### src/rtl/nat_pkg.sv
// Package for the nanosecond alarm timer: mode codes, field widths, constants
// and the stage struct. No dependencies.
package nat_pkg;

  localparam int MODE_W = 3;
  localparam int TSEC_W = 32;
  localparam int NS_W   = 30;
  localparam int STEP_W = 20;
  // seconds * 1e9 + nanoseconds always fits in 62 bits
  localparam int SPAN_W = 62;

  localparam logic [NS_W-1:0]   NS_PER_SEC = 30'd1000000000;
  localparam logic [STEP_W-1:0] STEP_RESET = 20'd1000;

  typedef enum logic [MODE_W-1:0] {
    MODE_TICK   = 3'd0,
    MODE_READ   = 3'd1,
    MODE_CANCEL = 3'd2,
    MODE_ABS    = 3'd3,
    MODE_REL    = 3'd4
  } mode_t;

  // Request after the span multiply, as handed to the state stage
  typedef struct packed {
    logic [MODE_W-1:0] mode;
    logic [SPAN_W-1:0] span;
  } span_stage_t;

endpackage

### src/rtl/nat_if.sv
// Request and response channel interfaces of the nanosecond alarm timer.
// Depends on nat_pkg.
interface nat_req_if;
  import nat_pkg::*;
  logic              valid;
  logic              ready;
  logic [MODE_W-1:0] mode;
  logic [TSEC_W-1:0] time_seconds;
  logic [NS_W-1:0]   time_nanoseconds;

  modport source (output valid, mode, time_seconds, time_nanoseconds, input ready);
  modport sink   (input valid, mode, time_seconds, time_nanoseconds, output ready);
endinterface

interface nat_rsp_if;
  import nat_pkg::*;
  logic              valid;
  logic              ready;
  logic [TSEC_W-1:0] now_seconds;
  logic [NS_W-1:0]   now_nanoseconds;
  logic              alarm_fired;

  modport source (output valid, now_seconds, now_nanoseconds, alarm_fired, input ready);
  modport sink   (input valid, now_seconds, now_nanoseconds, alarm_fired, output ready);
endinterface

### src/rtl/nat_span.sv
// Input register and span multiply stage (seconds * 1e9 + nanoseconds).
// Depends on nat_pkg and nat_req_if.
module nat_span (
  input  logic                clk,
  input  logic                rst,
  nat_req_if.sink             req,
  output logic                out_valid,
  input  logic                out_ready,
  output nat_pkg::span_stage_t out_data
);
  import nat_pkg::*;

  logic              a_valid;
  logic [MODE_W-1:0] a_mode;
  logic [TSEC_W-1:0] a_sec;
  logic [NS_W-1:0]   a_ns;
  logic              a_ready;
  logic              b_ready;
  logic [SPAN_W-1:0] span_c;

  assign b_ready   = !out_valid || out_ready;
  assign a_ready   = !a_valid || b_ready;
  assign req.ready = a_ready;

  // 32 x 30 constant multiply, then the nanoseconds added
  assign span_c = SPAN_W'(a_sec) * SPAN_W'(NS_PER_SEC) + SPAN_W'(a_ns);

  always_ff @(posedge clk) begin
    if (rst) begin
      a_valid <= 1'b0;
    end else if (a_ready) begin
      a_valid <= req.valid;
    end
  end

  always_ff @(posedge clk) begin
    if (a_ready && req.valid) begin
      a_mode <= req.mode;
      a_sec  <= req.time_seconds;
      a_ns   <= req.time_nanoseconds;
    end
  end

  always_ff @(posedge clk) begin
    if (rst) begin
      out_valid <= 1'b0;
    end else if (b_ready) begin
      out_valid <= a_valid;
    end
  end

  always_ff @(posedge clk) begin
    if (b_ready && a_valid) begin
      out_data.mode <= a_mode;
      out_data.span <= span_c;
    end
  end

endmodule

### src/rtl/nat_core.sv
// Timer state (counter, split seconds/nanoseconds, alarm, step) and the
// response register. Depends on nat_pkg and nat_rsp_if.
module nat_core #(
  parameter int COUNTER_WIDTH = 64
) (
  input  logic                       clk,
  input  logic                       rst,
  input  logic                       cfg_wr_en,
  input  logic [nat_pkg::STEP_W-1:0] cfg_wr_data,
  input  logic                       in_valid,
  output logic                       in_ready,
  input  nat_pkg::span_stage_t       in_data,
  nat_rsp_if.source                  rsp
);
  import nat_pkg::*;

  // counter / 1e9 never needs more than COUNTER_WIDTH - 29 bits
  localparam int SEC_W = COUNTER_WIDTH - 29;

  logic [COUNTER_WIDTH-1:0] counter, counter_next;
  logic [COUNTER_WIDTH-1:0] alarm, alarm_next;
  logic [SEC_W-1:0]         sec, sec_next;
  logic [NS_W-1:0]          ns, ns_next;
  logic [STEP_W-1:0]        step;
  logic [COUNTER_WIDTH:0]   tick_sum;
  logic [NS_W:0]            ns_sum;
  logic                     fired;
  logic                     fire;

  assign in_ready = !rsp.valid || rsp.ready;
  assign fire     = in_valid && in_ready;

  always_comb begin
    tick_sum     = {1'b0, counter} + (COUNTER_WIDTH + 1)'(step);
    ns_sum       = {1'b0, ns} + (NS_W + 1)'(step);
    counter_next = counter;
    alarm_next   = alarm;
    sec_next     = sec;
    ns_next      = ns;
    fired        = 1'b0;
    unique case (mode_t'(in_data.mode))
      MODE_TICK: begin
        counter_next = tick_sum[COUNTER_WIDTH-1:0];
        if (tick_sum[COUNTER_WIDTH]) begin
          // wrapped: new count is below the step, so below one second
          sec_next = '0;
          ns_next  = NS_W'(tick_sum[COUNTER_WIDTH-1:0]);
        end else if (ns_sum >= {1'b0, NS_PER_SEC}) begin
          ns_next  = NS_W'(ns_sum - {1'b0, NS_PER_SEC});
          sec_next = sec + SEC_W'(1);
        end else begin
          ns_next = ns_sum[NS_W-1:0];
        end
        fired = (alarm != '0) && (counter_next >= alarm);
      end
      MODE_CANCEL: alarm_next = '0;
      MODE_ABS:    alarm_next = COUNTER_WIDTH'(in_data.span);
      MODE_REL:    alarm_next = counter + COUNTER_WIDTH'(in_data.span);
      default: ;
    endcase
  end

  always_ff @(posedge clk) begin
    if (rst) begin
      step <= STEP_RESET;
    end else if (cfg_wr_en) begin
      step <= cfg_wr_data;
    end
  end

  always_ff @(posedge clk) begin
    if (rst) begin
      counter <= '0;
      alarm   <= '0;
      sec     <= '0;
      ns      <= '0;
    end else if (fire) begin
      counter <= counter_next;
      alarm   <= alarm_next;
      sec     <= sec_next;
      ns      <= ns_next;
    end
  end

  always_ff @(posedge clk) begin
    if (rst) begin
      rsp.valid <= 1'b0;
    end else if (in_ready) begin
      rsp.valid <= in_valid;
    end
  end

  always_ff @(posedge clk) begin
    if (fire) begin
      rsp.now_seconds     <= TSEC_W'(sec_next);
      rsp.now_nanoseconds <= ns_next;
      rsp.alarm_fired     <= fired;
    end
  end

endmodule

### src/rtl/nanosecond_alarm_timer.sv
// Nanosecond alarm timer, top level. Uses nat_pkg, nat_if, nat_span, nat_core.
// Path: the input register loads on the accepting edge, then the span
// register, then the response register, which drives the response.
// Throughput: one request per cycle while the response is taken; the 32 x 30
// span multiply and the 64-bit tick add/compare each sit in their own stage.
// Reset (rst, synchronous): time and alarm cleared, step back to 1000 ns.
module nanosecond_alarm_timer #(
  parameter int COUNTER_WIDTH = 64
) (
  input  logic                       clk,
  input  logic                       rst,
  input  logic                       cfg_wr_en,
  input  logic [nat_pkg::STEP_W-1:0] cfg_wr_data,
  nat_req_if.sink                    req,
  nat_rsp_if.source                  rsp
);
  import nat_pkg::*;

  // Span stage to state stage. Each stage has its own valid and
  // takes a new request whenever it is empty or the next one moves, so the
  // front fills any empty stage while a finished response waits at the output.
  logic        span_valid;
  logic        span_ready;
  span_stage_t span_data;

  // Stages 1-2: register the request, form seconds * 1e9 + nanoseconds.
  // This has no dependence on timer state, so it runs ahead freely.
  nat_span u_span (
    .clk       (clk),
    .rst       (rst),
    .req       (req),
    .out_valid (span_valid),
    .out_ready (span_ready),
    .out_data  (span_data)
  );

  // Stage 3: all state lives here. The counter is kept alongside a
  // seconds/nanoseconds split that is stepped with it, so no divider is
  // needed for the response; a wrap of the counter restarts the split.
  nat_core #(
    .COUNTER_WIDTH (COUNTER_WIDTH)
  ) u_core (
    .clk         (clk),
    .rst         (rst),
    .cfg_wr_en   (cfg_wr_en),
    .cfg_wr_data (cfg_wr_data),
    .in_valid    (span_valid),
    .in_ready    (span_ready),
    .in_data     (span_data),
    .rsp         (rsp)
  );

endmodule

### src/flat_wrapper.sv
// flat-port wrapper written by rule: the top's interface ports become plain ports
module nanosecond_alarm_timer_flat import nat_pkg::*;
#(
  parameter int COUNTER_WIDTH = 64
)
  (clk, rst, cfg_wr_en, cfg_wr_data, req_valid, req_mode, req_time_seconds, req_time_nanoseconds, req_ready, rsp_valid, rsp_now_seconds, rsp_now_nanoseconds, rsp_alarm_fired, rsp_ready);
  nat_req_if req_i ();
  nat_rsp_if rsp_i ();
  input  logic clk;
  input  logic rst;
  input  logic cfg_wr_en;
  input  logic [nat_pkg::STEP_W-1:0] cfg_wr_data;
  input wire logic [$bits(req_i.valid)-1:0] req_valid;
  input wire logic [$bits(req_i.mode)-1:0] req_mode;
  input wire logic [$bits(req_i.time_seconds)-1:0] req_time_seconds;
  input wire logic [$bits(req_i.time_nanoseconds)-1:0] req_time_nanoseconds;
  output wire logic [$bits(req_i.ready)-1:0] req_ready;
  output wire logic [$bits(rsp_i.valid)-1:0] rsp_valid;
  output wire logic [$bits(rsp_i.now_seconds)-1:0] rsp_now_seconds;
  output wire logic [$bits(rsp_i.now_nanoseconds)-1:0] rsp_now_nanoseconds;
  output wire logic [$bits(rsp_i.alarm_fired)-1:0] rsp_alarm_fired;
  input wire logic [$bits(rsp_i.ready)-1:0] rsp_ready;
  assign req_i.valid = req_valid;
  assign req_i.mode = req_mode;
  assign req_i.time_seconds = req_time_seconds;
  assign req_i.time_nanoseconds = req_time_nanoseconds;
  assign req_ready = req_i.ready;
  assign rsp_valid = rsp_i.valid;
  assign rsp_now_seconds = rsp_i.now_seconds;
  assign rsp_now_nanoseconds = rsp_i.now_nanoseconds;
  assign rsp_alarm_fired = rsp_i.alarm_fired;
  assign rsp_i.ready = rsp_ready;
  nanosecond_alarm_timer #(.COUNTER_WIDTH(COUNTER_WIDTH)) u_core (.clk(clk), .rst(rst), .cfg_wr_en(cfg_wr_en), .cfg_wr_data(cfg_wr_data), .req(req_i), .rsp(rsp_i));
endmodule
### config.mk
export PLATFORM = sky130hd
export DESIGN_NAME = nanosecond_alarm_timer_flat
export DESIGN_NICKNAME = d
export VERILOG_FILES = /design/src/rtl/nat_pkg.sv /design/src/rtl/nat_if.sv /design/src/rtl/nat_span.sv /design/src/rtl/nat_core.sv /design/src/rtl/nanosecond_alarm_timer.sv /design/src/flat_wrapper.sv
export SDC_FILE = /design/constraint.sdc
export NUM_CORES = 2
export LEC_CHECK = 0
export BUFFER_PORTS_ARGS = -buffer_cell sky130_fd_sc_hd__buf_2
export CAP_MARGIN = 0
export CORE_ASPECT_RATIO = 1.2
export CORE_MARGIN = 3
export CORE_UTILIZATION = 40
export DETAILED_ROUTE_END_ITERATION = 6
export PLACE_DENSITY = 0.62
export SLEW_MARGIN = 15
export SYNTH_ARGS = -nofsm -noshare
export SYNTH_HDL_FRONTEND = slang
export SYNTH_HIERARCHICAL = 1
export SYNTH_SLANG_ARGS = --single-unit
### constraint.sdc
create_clock -name clk -period 9.8 [get_ports clk]
set_input_delay 0.49 -clock clk [delete_from_list [all_inputs] [get_ports clk]]
set_output_delay 0.49 -clock clk [all_outputs]
set_load 0.005 [all_outputs]
# ---- After elaboration in Yosys (flattened, before gate mapping)
# Cells that the tools add are included.
dict set report word_totals {
  output_inout_bits 65
  regBits 409
  elab_cells 53
}
dict set report classes {
  n_lt_le_gt_ge 2
  muxes 7
  addsub 6
  n_eq_ne 3
  mul 1
  reduce_logical 17
}
# op n
set ops {}
lappend ops {{$pmux W64 S3} 1}
lappend ops {{$mux W30} 3}
lappend ops {{$mux W35} 2}
lappend ops {{$add A64 B20 Y65} 1}
lappend ops {{$add A64 B62 Y64} 1}
lappend ops {{$ge A64 B64 Y1} 1}
lappend ops {{$reduce_bool A64 Y1} 1}
lappend ops {{$add A62 B30 Y62} 1}
lappend ops {{$mul A32 B21 Y53 const B} 1}
lappend ops {{$add A35 B1 Y35 const B} 1}
lappend ops {{$mux W32} 1}
lappend ops {{$add A30 B20 Y31} 1}
lappend ops {{$ge A31 B30 Y1 const B} 1}
lappend ops {{$sub A30 B30 Y30 const B} 1}
lappend ops {{$eq A3 B2 Y1 const B} 2}
lappend ops {{$logic_and A1 B1 Y1} 4}
lappend ops {{$reduce_and A2 Y1} 2}
lappend ops {{$eq A3 B3 Y1 const B} 1}
lappend ops {{$logic_not A1 Y1} 3}
lappend ops {{$logic_not A3 Y1} 1}
lappend ops {{$logic_or A1 B1 Y1} 3}
lappend ops {{$reduce_and A3 Y1} 1}
lappend ops {{$reduce_bool A3 Y1} 1}
lappend ops {{$reduce_bool A2 Y1} 1}

# ---- Depth between registers and ports, before layout
dict set report depth {
  ltp_word 5
  mapped_depth 32
  depth_no_buf 31
}

# ---- Modules after synthesis
# Netlist, hierarchy kept.
# mod cells_each area_per_inst_um2 instances
set by_module_without_submodules {}
lappend by_module_without_submodules {nat_core 2653 21177.8 1}
lappend by_module_without_submodules {nat_span 1723 18974.4 1}

# ---- Worst setup path after synthesis
# OpenSTA, ideal clock, no wires.
dict set report synth_timing {
  path_type {reg-to-reg}
  start {register u_core.u_span.a_sec[5]}
  end {register u_core/u_span/out_data[60] (netlist bit), data pin}
  n_path_buf 1
  setup_time_ps 267
  required_ps 9533
  arrival_time_ps 6899
  path_slack_ps 2634
  stages_incl_launch_ff 26
  cell_sequence {edfxtp_1 -> inv_1 -> fa_1 -> fa_1 -> fa_1 -> fa_1 -> fa_1 -> inv_1 -> fa_1 -> inv_1 -> fa_1 -> inv_1 -> ha_1 -> buf_2 -> nand2_1 -> nor3_2 -> o21ai_1 -> o211ai_2 -> a21oi_2 -> o41ai_4 -> a31oi_2 -> xor2_1 -> nor3_1 -> nand2_1 -> nor4_1 -> xnor2_1}
}
dict set report synth_via {
  elab_chain_len 2
}
# element line_no
set synth_rtl {}
lappend synth_rtl {{start: declaration} nat_span.sv:15} ;# logic [TSEC_W-1:0] a_sec;
lappend synth_rtl {{start signal: assignment} nat_span.sv:39} ;# a_sec <= req.time_seconds;
lappend synth_rtl {{$mul A32 B21 Y53} nat_span.sv:26} ;# assign span_c = SPAN_W'(a_sec) * SPAN_W'(NS_PER_SEC) + SPAN_W'(a_ns);
lappend synth_rtl {{$add A62 B30 Y62} nat_span.sv:26}
lappend synth_rtl {{named net u_core.u_span.span_c[60]} nat_span.sv:19} ;# logic [SPAN_W-1:0] span_c;
lappend synth_rtl {{end: declaration} nat_span.sv:9} ;# output nat_pkg::span_stage_t out_data
# The timed path passes the listed nets, and every way through them passes these cells.
# A chain may end at the register's enable or synchronous reset.

# ---- Worst setup path after layout
dict set report layout_timing {
  start {register u_core.u_span.a_sec[0]}
  end {register u_core/u_span/out_data[61] (netlist bit), data pin}
}
# The elaborated chain is that of the path after synthesis.

==> run metrics <==
diode count=0; TritonCTS buffer count=48; terminus of the critical flop-to-flop path=u_core/u_span/out_data[61]; vias post-DR=31.8k; vias in the first global route=31.3k; htree depth=2; Post-Syn Area=40200 um^2; asr flop ratio synth=0%; top cell type's share of synthesized area=15.8%; die area=104000 um^2; port bufs=154; CTS clk-pin slew, worst paths=0.06 ns; count of cell types in the netlist=108; Arr. time, crit path=8.23 ns; top-count cell post-synth=inv_1; CP Launch Type=flop; GR Overflow Total=0; fin cells=5767; worst slew pin tran=1.03 ns; Worst Path Buf+Inv=6; die width=295 um; Setup TNS=0 ns; post-CTS setup buffers=0; first-pass GRT wire length=172000 um; Crit. End Element=flop; WP data required=10.15 ns; Max Cap Viol=0; Min-Delay Path Depth=1; critical path class=reg2reg; total nets after synthesis=5236; Final min period=7.88 ns; run status=complete, no violations; Setup violations, final=0; CTS root buf=clkbuf_16; Area Overhead vs Synth=9.27%; initial core utilization=40.6%; drt pass-1 iters=6; Synth area leader=fa_1; post-route cell area=43900 um^2; vias per inst=5.51; io pins=155; Synth top cells by count=inv_1 (578), ha_1 (454), fa_1 (316), nand2_1 (299), a21oi_1 (297); Slew headroom=30.9%; most used cell, CP=inv_1; post-cts resize count=0; GPL Wtd Cong=0.942; synth warn=6; clock sink count=406; Skew-Pair Late Insertion Delay=0.63 ns; CP top delay family=adder cells; register area=10100 um^2; largest cells by area after synthesis=fa_1 (16%), edfxtp_1 (14%), ha_1 (14%); DP Area=42100 um^2; Residual DRC=0; hold path startpoint=req_time_nanoseconds[0]; Hold Slack=0.0466 ns; dpl hpwl=86800 um; DRT iter0 DRCs=2130; layout cells sized above 1=7.84%; clock buffer depth=3; worst r2r src=u_core/u_span/a_sec[0]; unrepaired setup endpoints after global routing=false; nets=5307; Core Rows=126; worst min path class=in2reg; Core Region=99000 um^2; Total Routing Usage GR=20.6%; final WL=108000 um; final slew viol count=0; CP max stage cell=edfxtp_1; final hold vios=0; sequential area share after synthesis=25.1%; reg2reg path depth=30; Mapped Cells=4376; filler cell count in the final layout=9740; Main synth FF type=dfxtp_1; period utilization=80.4%; Synth Register Bits=406; max frequency=0.127 GHz; EDFF count, synth=193; initial antenna violation count=0; CTS tree=done; slowest stage delay, CP=0.64 ns; Multi-input gate area=27300 um^2; Max Clock Skew=0.0352 ns; Synth Area per Inst=9.18 um^2; placed cells=5675; worst-path maximum fanout=9; wire length per cell=18.8 um; Post-DRT Antenna Nets=0; largest net degree at the start of global routing=91; height of the die=353 um; worst hold endpoint=u_core/u_span/a_ns[0]; R2R Setup Slk=1.92 ns
-- worst max-delay path by stage --
stage / from / endpoint / slack [ns] / depth (start not counted)
after floorplan: u_core/u_span/a_sec[5] / u_core/u_span/out_data[60] / 2.63 / 25
after global placement: u_core/u_span/a_sec[0] / u_core/u_span/out_data[61] / 2.03 / 30
after detailed placement: u_core/u_span/a_sec[0] / u_core/u_span/out_data[61] / 1.90 / 30
after CTS: u_core/u_span/a_sec[0] / u_core/u_span/out_data[61] / 1.87 / 30
after global routing: u_core/u_span/a_sec[0] / u_core/u_span/out_data[61] / 1.37 / 30
final: u_core/u_span/a_sec[0] / u_core/u_span/out_data[61] / 1.92 / 30
-- what timing repair did --
item | 4_1_cts | 5_1_grt
hold buffers | 2 | 0
hold endpoints to repair | 2 | 0
setup endpoints to repair | 0 | 0
-- state kept, by name, indices dropped and copies added, names as in the netlist, 30 cells and up --
register,count
u_core/u_span/out_data,65
u_core/u_core/alarm,64
u_core/u_core/counter,64
u_core/u_core/rsp.now_seconds,32
u_core/u_core/sec,32
u_core/u_span/a_sec,32
u_core/u_core/ns,30
u_core/u_core/rsp.now_nanoseconds,30
u_core/u_span/a_ns,30
-- cell families (layout without fill, tap and decap cells) --
family / count (synthesis) / count (layout) / share of synthesized area [%]
and+or+nand+nor: 1130 / 1130 / 14.3
adders and majority gates: 770 / 770 / 29.9
xor gates and xnor gates: 268 / 268 / 5.85
DFF: 406 / 406 / 25.1
buffers and inverters: 740 / 851 / 7.01
AOI/OAI and AO/OA: 1029 / 1029 / 17.0
muxes: 33 / 33 / 0.863
-- cells in the final DEF (no fill, tap or decap), types with 54 or more instances in the layout --
cell and instances:
a211oi_1 67, a21oi_1 297, a21o_1 108, buf_2 153
ha_1 454, nor2_1 235, nand4_1 83, fa_1 316
o21ai_0 165, xor2_1 113, inv_1 577, nand2_1 298
and3_1 54, nand3_1 113, edfxtp_1 193, xnor2_1 155
dfxtp_1 213, nor3_1 56
-- worst reg2reg max path, delay by kind of cell (launching register included) --
kind	cells	cell delay (ns)
fa+ha+maj	9	3.44
simple gates	9	2.14
compound gates	4	0.82
flops	1	0.64
buf+inv	6	0.40
xor+xnor	2	0.18
-- area by class of cell --
cell class / count / area share, %
Sequential cell: 406 / 22.9
Inverter: 579 / 4.96
Timing Repair Buffer: 182 / 2.26
Tap cell: 1280 / 3.65
Multi-Input combinational cell: 3230 / 62.3
Clock inverter: 34 / 0.992
Clock buffer: 56 / 2.92
-- metal layers --
metal,vias to the layer above,share of wire (%),global-route usage [%]
met5,-,0,0
met4,0,3.0,5.96
met3,165,4.1,2.22
met2,754,48,34.8
met1,15254,45,27.7
li1,15592,-,-
-- metrics by stage --
step / util (%) / worst slack (ns)
2_1_floorplan: - / 2.63
3_3_place_gp: 42.6 / 2.03
3_5_place_dp: 42.6 / 1.90
4_1_cts: 44.3 / 1.87
5_1_grt: 44.3 / 1.37
6_report: 44.3 / 1.92
Power is not shown: default switching activity piles up to over one toggle a cycle in this logic, so the estimate is an artifact.
